## src/hdl/gwws_pkg.sv

```systemverilog
package gwws_pkg;

  localparam logic [7:0]  CH_NL       = 8'd10;
  localparam logic [7:0]  CH_SP       = 8'd32;
  localparam logic [7:0]  CH_NUL      = 8'd0;
  localparam logic [15:0] WIDTH_RESET = 16'd100;
  localparam int          LINE_W      = 16;

endpackage

```

## src/hdl/gwws_store.sv

```systemverilog
module gwws_store #(
  parameter int DEPTH = 32
) (
  input  logic                     clk,
  input  logic                     wen,
  input  logic [$clog2(DEPTH)-1:0] waddr,
  input  logic [7:0]               wdata,
  input  logic [$clog2(DEPTH)-1:0] raddr,
  output logic [7:0]               rdata
);

  logic [7:0] mem [DEPTH];

  always_ff @(posedge clk) begin
    if (wen) begin
      mem[waddr] <= wdata;
    end
  end

  // write-first: a byte written this cycle is seen by a read of the same entry
  always_ff @(posedge clk) begin
    if (wen && (waddr == raddr)) begin
      rdata <= wdata;
    end else begin
      rdata <= mem[raddr];
    end
  end

endmodule

```

## src/hdl/greedy_word_wrap_stream.sv

```systemverilog
// Greedy word wrap for a byte stream.
// Input: one character per request on s_axis (tdata = data_byte). A request
// with tlast high is end of input: its data is ignored, the held word is
// flushed and a newline follows. Zero bytes are dropped.
// Output: one character per request on m_axis; tlast marks the final byte
// caused by one input request. Inserted line breaks are byte 10.
// cfg_wen/cfg_wdata set the line width; write it only while the block is idle.
// Timing: a byte that only joins the word is taken and the block stays in
// IDLE. A space, newline, full word or end of input starts an emit sequence
// of N bytes (word plus inserted newlines); the word store is read one entry
// per cycle through its registered read port while m_axis_tready allows,
// and s_axis_tready is low until the sequence ends. The accepted request is
// registered into the state register, then the first byte into out_data.
// When m_axis_tready is low the output register holds its byte and the emit
// sequence waits; nothing is lost.
// Reset clears word and line lengths and sets the width to 100. The word
// store needs no clearing: only entries written for the current word are read.
module greedy_word_wrap_stream
  import gwws_pkg::*;
#(
  parameter int WORD_MAX = 32
) (
  input  logic        clk,
  input  logic        rst,
  input  logic        cfg_wen,
  input  logic [15:0] cfg_wdata,
  input  logic        s_axis_tvalid,
  output logic        s_axis_tready,
  input  logic [7:0]  s_axis_tdata,   // [7:0] data_byte
  input  logic        s_axis_tlast,   // end_of_input
  output logic        m_axis_tvalid,
  input  logic        m_axis_tready,
  output logic [7:0]  m_axis_tdata,   // [7:0] out_byte
  output logic        m_axis_tlast    // last_of_run
);

  localparam int AW = $clog2(WORD_MAX);
  localparam int LW = $clog2(WORD_MAX + 1);

  typedef enum logic [1:0] {IDLE, PRE_NL, WORD, POST_NL} state_t;

  state_t              state, state_next;
  logic [15:0]         line_width;
  logic [LINE_W-1:0]   line_length, line_length_next;
  logic [LW-1:0]       word_length, word_length_next;
  logic [LW-1:0]       cnt, cnt_next;
  logic [AW-1:0]       idx, idx_next;
  logic                post_nl, post_nl_next;
  logic                out_valid, out_valid_next;
  logic [7:0]          out_data, out_data_next;
  logic                out_last, out_last_next;

  logic                accept, eoi, is_delim, full, wrap, out_free, word_end;
  logic [LW-1:0]       wl_inc;
  logic [LINE_W+1:0]   wrap_sum;
  logic [LINE_W:0]     sat_sum;
  logic [LINE_W-1:0]   sat_line;
  logic                st_wen;
  logic [7:0]          rd_data;

  gwws_store #(.DEPTH(WORD_MAX)) u_store (
    .clk   (clk),
    .wen   (st_wen),
    .waddr (word_length[AW-1:0]),
    .wdata (s_axis_tdata),
    .raddr (idx_next),
    .rdata (rd_data)
  );

  assign s_axis_tready = (state == IDLE);
  assign accept        = s_axis_tvalid && s_axis_tready;
  assign eoi           = s_axis_tlast;
  assign is_delim      = (s_axis_tdata == CH_SP) || (s_axis_tdata == CH_NL);
  assign wl_inc        = word_length + LW'(1);
  assign full          = (wl_inc == LW'(WORD_MAX));
  assign wrap_sum      = (LINE_W+2)'(line_length) + (LINE_W+2)'(wl_inc) + (LINE_W+2)'(1);
  assign wrap          = wrap_sum > (LINE_W+2)'(line_width);
  assign sat_sum       = (LINE_W+1)'(line_length) + (LINE_W+1)'(wl_inc);
  assign sat_line      = sat_sum[LINE_W] ? '1 : sat_sum[LINE_W-1:0];
  assign st_wen        = accept && !eoi && (s_axis_tdata != CH_NUL);
  assign out_free      = !out_valid || m_axis_tready;
  assign word_end      = ({{(LW-AW){1'b0}}, idx} == cnt - LW'(1));

  assign m_axis_tvalid = out_valid;
  assign m_axis_tdata  = out_data;
  assign m_axis_tlast  = out_last;

  always_comb begin
    state_next       = state;
    line_length_next = line_length;
    word_length_next = word_length;
    cnt_next         = cnt;
    idx_next         = idx;
    post_nl_next     = post_nl;
    out_valid_next   = out_valid && !m_axis_tready;
    out_data_next    = out_data;
    out_last_next    = out_last;
    case (state)
      IDLE: begin
        idx_next = '0;
        if (accept) begin
          if (eoi) begin
            cnt_next         = word_length;
            post_nl_next     = 1'b1;
            word_length_next = '0;
            line_length_next = '0;
            state_next       = (word_length == '0) ? POST_NL : WORD;
          end else if (s_axis_tdata != CH_NUL) begin
            post_nl_next = 1'b0;
            cnt_next     = wl_inc;
            if (is_delim) begin
              word_length_next = '0;
              if (s_axis_tdata == CH_NL) begin
                line_length_next = '0;
              end else if (wrap) begin
                line_length_next = LINE_W'(wl_inc);
              end else begin
                line_length_next = sat_line;
              end
              state_next = wrap ? PRE_NL : WORD;
            end else if (full) begin
              word_length_next = '0;
              line_length_next = sat_line;
              state_next       = WORD;
            end else begin
              word_length_next = wl_inc;
            end
          end
        end
      end
      PRE_NL: begin
        if (out_free) begin
          out_valid_next = 1'b1;
          out_data_next  = CH_NL;
          out_last_next  = 1'b0;
          state_next     = WORD;
        end
      end
      WORD: begin
        if (out_free) begin
          out_valid_next = 1'b1;
          out_data_next  = rd_data;
          out_last_next  = word_end && !post_nl;
          if (word_end) begin
            idx_next   = '0;
            state_next = post_nl ? POST_NL : IDLE;
          end else begin
            idx_next = idx + AW'(1);
          end
        end
      end
      POST_NL: begin
        if (out_free) begin
          out_valid_next = 1'b1;
          out_data_next  = CH_NL;
          out_last_next  = 1'b1;
          state_next     = IDLE;
        end
      end
      default: begin
        state_next = IDLE;
      end
    endcase
  end

  always_ff @(posedge clk) begin
    if (rst) begin
      state       <= IDLE;
      line_width  <= WIDTH_RESET;
      line_length <= '0;
      word_length <= '0;
      cnt         <= '0;
      idx         <= '0;
      post_nl     <= 1'b0;
      out_valid   <= 1'b0;
      out_last    <= 1'b0;
    end else begin
      state       <= state_next;
      line_length <= line_length_next;
      word_length <= word_length_next;
      cnt         <= cnt_next;
      idx         <= idx_next;
      post_nl     <= post_nl_next;
      out_valid   <= out_valid_next;
      out_last    <= out_last_next;
      if (cfg_wen) begin
        line_width <= cfg_wdata;
      end
    end
    out_data <= out_data_next;
  end

endmodule
```

## config.mk

```make
export PLATFORM = sky130hd
export DESIGN_NAME = greedy_word_wrap_stream
export DESIGN_NICKNAME = d
export VERILOG_FILES = /design/src/hdl/gwws_pkg.sv /design/src/hdl/gwws_store.sv /design/src/hdl/greedy_word_wrap_stream.sv
export SDC_FILE = /design/constraint.sdc
export NUM_CORES = 1
export LEC_CHECK = 0
export BUFFER_PORTS_ARGS = -buffer_cell sky130_fd_sc_hd__buf_2
export CORE_UTILIZATION = 40
export CTS_CLUSTER_DIAMETER = 60
export DETAILED_ROUTE_END_ITERATION = 7
export GPL_TIMING_DRIVEN = 0
export MAX_ROUTING_LAYER = met4
export PLACE_DENSITY = 0.58
export SLEW_MARGIN = 20
export SYNTH_ARGS = -nofsm -noshare
export SYNTH_HDL_FRONTEND = slang
export SYNTH_SLANG_ARGS = --single-unit
```

## constraint.sdc

```tcl
create_clock -name clk -period 5.3 [get_ports clk]
set_input_delay 0.795 -clock clk [delete_from_list [all_inputs] [get_ports clk]]
set_output_delay 0.795 -clock clk [all_outputs]
set_load 0.1 [all_outputs]
```

==> summary.json <==
{
  "finalHoldViolCount": 0,
  "final.fill_count": 2999,
  "final_area_um2": 16300,
  "route.detailed.vias_per_inst": 5.51,
  "hpwl_um": 21800,
  "final.setup_skew_ps": 11.5,
  "first_global_vias": 8276,
  "timing.critical_path.required_ps": 5730,
  "initial_standard_cell_utilization_of_the_core_pct": 40.9,
  "vias": 8195,
  "postSynthNetCount": 989,
  "clock-root-buffer": "sky130_fd_sc_hd__clkbuf_16",
  "synth_async_sr_flop_share_pct": 0,
  "fin_crit_ps": 4910,
  "routed_wl_um": 32900,
  "max_slew.worst_pin.slew_ps": 999,
  "criticalPathCategory": "reg -> reg",
  "ant_nets": 0,
  "power.ir.vdd_worst_mv": 0.253,
  "gpl.final_weighted_congestion": 0.834,
  "yosys_warnings": 0,
  "fp-row-count": 68,
  "power_leakage_nw": 5.44,
  "synth_enable_flop_cells": 264,
  "power_per_cell_area_nw_per_um2": 357,
  "max_cap_violations": 0,
  "diodes": 0,
  "ys_seq_area_share_pct": 63.9,
  "cts_sinks": 323,
  "holdCritPathClass": "reg -> reg",
  "yosysUniqueCellTypes": 75,
  "pin_count": 41,
  "source_to_sink_clock_delay_at_the_later_pin_of_the_worst_skew_pair_ps": 550,
  "placed_cell_area_um2": 15000,
  "grt_setup_unrepaired": "false",
  "finalMaxSlewViolations": 0,
  "timing.setup.tns_ps": 0,
  "die-height_um": 191,
  "io_buffer_count": 39,
  "cts_max_level": 2,
  "fmaxAchievable_ghz": 0.204,
  "status": "completed",
  "setup_violations": 0,
  "drc": 0,
  "crit_arrival_ps": 5340,
  "total_switching_power_w": 0.00133,
  "grt_util_all_layers_pct": 19.5,
  "syn2layout_area_growth_pct": 14.3,
  "internal_power_w": 0.00448,
  "cts_setup_buffers": 0,
  "maximum_number_of_pins_on_one_net_before_global_route_repair": 38,
  "comb_power_share_pct": 7.4,
  "seqPwrFrac_pct": 48.0,
  "finalCritPeriodShare_pct": 92.7,
  "clockPowerShare_pct": 44.6,
  "worstPathMaxFanout": 10,
  "share_of_cells_above_drive_strength_1_pct": 22.2,
  "die_x_um": 191,
  "grt_remaining_overflow": 0,
  "number_of_placed_instances_taps_included": 1420,
  "syn-instance-count": 925,
  "first_pass_iters": 5,
  "power_switching_share_pct": 22.8,
  "ys.flop_type": "sky130_fd_sc_hd__edfxtp_1",
  "antenna_violations_before_repair": 0,
  "finished_layout_cells": 1488,
  "fp.dieArea_um2": 36400,
  "postSynthRegisterBits": 323,
  "worstSetupStartpointType": "register",
  "cts_made_buffers": 38,
  "dr.first_iter.drc_count": 722,
  "slew-limit-headroom_pct": 33.2,
  "synth.avg_cell_area_um2": 15.4,
  "cts_buffer_depth": 3,
  "timing.critical_path.to_type": "register",
  "netlist_area_um2": 14200,
  "final_net_count": 1068,
  "clk_pin_slew_ps": 60,
  "route.detailed.wl_per_inst_um": 22.1,
  "placeable_core_region_um2": 34800,
  "tritoncts_clock_tree": "done",
  "grt_first_pass_wirelength_um": 50600
}
==> path summary, 6_finish.rpt <==
| kind | slack (ps) | to | depth (start not counted) | start |
|---|---|---|---|---|
| hold / removal | 460 | word_length[5] | 2 | word_length[5] |
| setup reg to reg | 390 | state[0] | 19 | word_length[3] |
| setup / recovery | 390 | state[0] | 19 | word_length[3] |
| hold reg to reg | 460 | word_length[5] | 2 | word_length[5] |
==> power groups by stage <==
stage / Sequential, W / Combinational [W] / Clock (W)
floorplan: 0.00289 / 0.000247 / 0
global placement: 0.00284 / 0.000431 / 0
detailed placement: 0.00284 / 0.000435 / 0
CTS: 0.00279 / 0.000436 / 0.00264
global route: 0.00279 / 0.000466 / 0.00273
finish: 0.00279 / 0.000429 / 0.00259
==> placed cells by master, fill, tap and decap left out, types with 12 or more instances in the layout <==
cell	synthesis	final
sky130_fd_sc_hd__mux2i_1	25	25
sky130_fd_sc_hd__mux4_2	80	80
sky130_fd_sc_hd__a31oi_1	23	23
sky130_fd_sc_hd__clkbuf_1	30	33
sky130_fd_sc_hd__xor2_1	13	12
sky130_fd_sc_hd__buf_2	11	49
sky130_fd_sc_hd__a21oi_1	21	20
sky130_fd_sc_hd__clkbuf_16	0	39
sky130_fd_sc_hd__inv_1	38	38
sky130_fd_sc_hd__xnor2_1	13	13
sky130_fd_sc_hd__ha_1	32	31
sky130_fd_sc_hd__nand3_1	20	20
sky130_fd_sc_hd__nor2_1	101	101
sky130_fd_sc_hd__nand2_1	31	31
sky130_fd_sc_hd__edfxtp_1	264	264
sky130_fd_sc_hd__dfxtp_1	59	58
==> critical path: stages (launching register included) <==
cell and delay [ps]:
sky130_fd_sc_hd__dfxtp_1 480, sky130_fd_sc_hd__clkbuf_2 280, sky130_fd_sc_hd__nand3_1 140, sky130_fd_sc_hd__xor2_2 290
sky130_fd_sc_hd__inv_1 80, sky130_fd_sc_hd__ha_2 450, sky130_fd_sc_hd__a211oi_1 110, sky130_fd_sc_hd__nor3_1 360
sky130_fd_sc_hd__a21oi_2 100, sky130_fd_sc_hd__nor2_1 150, sky130_fd_sc_hd__xnor2_1 100, sky130_fd_sc_hd__ha_1 290
sky130_fd_sc_hd__nand4_1 120, sky130_fd_sc_hd__or2_2 330, sky130_fd_sc_hd__o32a_1 340, sky130_fd_sc_hd__o31a_1 150
sky130_fd_sc_hd__o21ai_2 270, sky130_fd_sc_hd__clkbuf_4 320, sky130_fd_sc_hd__o221ai_1 170, sky130_fd_sc_hd__a32o_1 250
==> cell usage after synthesis, types with 3 or more instances <==
cell type                   count  area [um2]
sky130_fd_sc_hd__a2111oi_2      3        45.0
sky130_fd_sc_hd__a41oi_1        4        35.0
sky130_fd_sc_hd__nand3_1       20         100
sky130_fd_sc_hd__inv_1         38         143
sky130_fd_sc_hd__nor2_1       101         379
sky130_fd_sc_hd__a211oi_1       7        52.6
sky130_fd_sc_hd__mux2i_1       25         250
sky130_fd_sc_hd__ha_1          32         400
sky130_fd_sc_hd__a22o_1         6        52.6
sky130_fd_sc_hd__xnor2_1       13         114
sky130_fd_sc_hd__edfxtp_1     264        7930
sky130_fd_sc_hd__and2_1         5        31.3
sky130_fd_sc_hd__dfxtp_1       59        1180
sky130_fd_sc_hd__nand2b_1       4        25.0
sky130_fd_sc_hd__nor4_1         4        25.0
sky130_fd_sc_hd__and4_1         3        26.3
sky130_fd_sc_hd__o22ai_1        6        37.5
sky130_fd_sc_hd__a31oi_1       23         144
sky130_fd_sc_hd__xor2_1        13         114
sky130_fd_sc_hd__clkbuf_1      30         113
sky130_fd_sc_hd__nand3b_1       9        67.6
sky130_fd_sc_hd__a211o_1        4        35.0
sky130_fd_sc_hd__buf_2         11        55.1
sky130_fd_sc_hd__o21ai_0        8        40.0
sky130_fd_sc_hd__a21oi_1       21         105
sky130_fd_sc_hd__o221ai_1       4        35.0
sky130_fd_sc_hd__o21a_1         4        30.0
sky130_fd_sc_hd__and3_1         4        25.0
sky130_fd_sc_hd__a21o_1         6        45.0
sky130_fd_sc_hd__nor2b_1        4        25.0
sky130_fd_sc_hd__nor3_1        10        50.1
sky130_fd_sc_hd__nand4_1        9        56.3
sky130_fd_sc_hd__o211ai_1       5        37.5
sky130_fd_sc_hd__mux4_2        80        1800
sky130_fd_sc_hd__or2_2          3        18.8
sky130_fd_sc_hd__nand2_1       31         116
==> flip-flops by register name, summed over array words and instances, names as in the netlist, named ones only <==
register and cells:
post_nl 1, m_axis_tlast 1, m_axis_tvalid 1, u_store.mem 256
state 2, line_length 16, line_width 16, idx 5
m_axis_tdata 8, word_length 6, cnt 6
==> kinds of logic (layout without fill, tap and decap cells) <==
logic type,Yosys count,count (layout),share of synthesized area (%)
DFF,323,323,63.9
AOI/OAI and AO/OA,122,122,6.22
xor gates and xnor gates,27,27,1.71
and+or+nand+nor,227,227,8.05
adders and majority gates,34,34,3.09
buffers and inverters,86,194,2.49
muxes,106,106,14.5
==> repair_timing <==
item                       CTS  global route
hold buffers                 0             0
setup endpoints to repair   11            17
gates resized for setup      2             4
==> per-layer routing <==
layer / track usage [%] / routed length (um) / up-vias
li1: - / - / 3780
met1: 26.8 / 15100 / 4124
met2: 29.6 / 15200 / 242
met3: 3.39 / 1910 / 49
met4: 6.12 / 708 / 0
met5: - / 0 / -
==> stage by stage <==
| step | util [%] | hold slack [ps] | power, W | worst slack, ps |
|---|---|---|---|---|
| floorplan | - | 432 | 0.00313 | 916 |
| global placement | 43.1 | 442 | 0.00327 | -101 |
| detailed placement | 43.2 | 444 | 0.00328 | -95.7 |
| CTS | 46.8 | 443 | 0.00586 | 25.8 |
| global route | 46.8 | 475 | 0.00598 | 38.8 |
| finish | 46.8 | 456 | 0.00581 | 388 |
==> final cells by class <==
| type | instances | area, um2 | share of cell area (%) |
|---|---|---|---|
| flip-flops and latches | 323 | 9110 | 56.0 |
| multi-input cells | 516 | 4800 | 29.5 |
| clock buffers | 48 | 1050 | 6.45 |
| well taps | 455 | 569 | 3.50 |
| plain buffers | 45 | 205 | 1.26 |
| repair buffers | 40 | 203 | 1.24 |
| clock inverters | 21 | 194 | 1.19 |
| inverters | 40 | 150 | 0.922 |
Power figures use the tool's default switching activity.
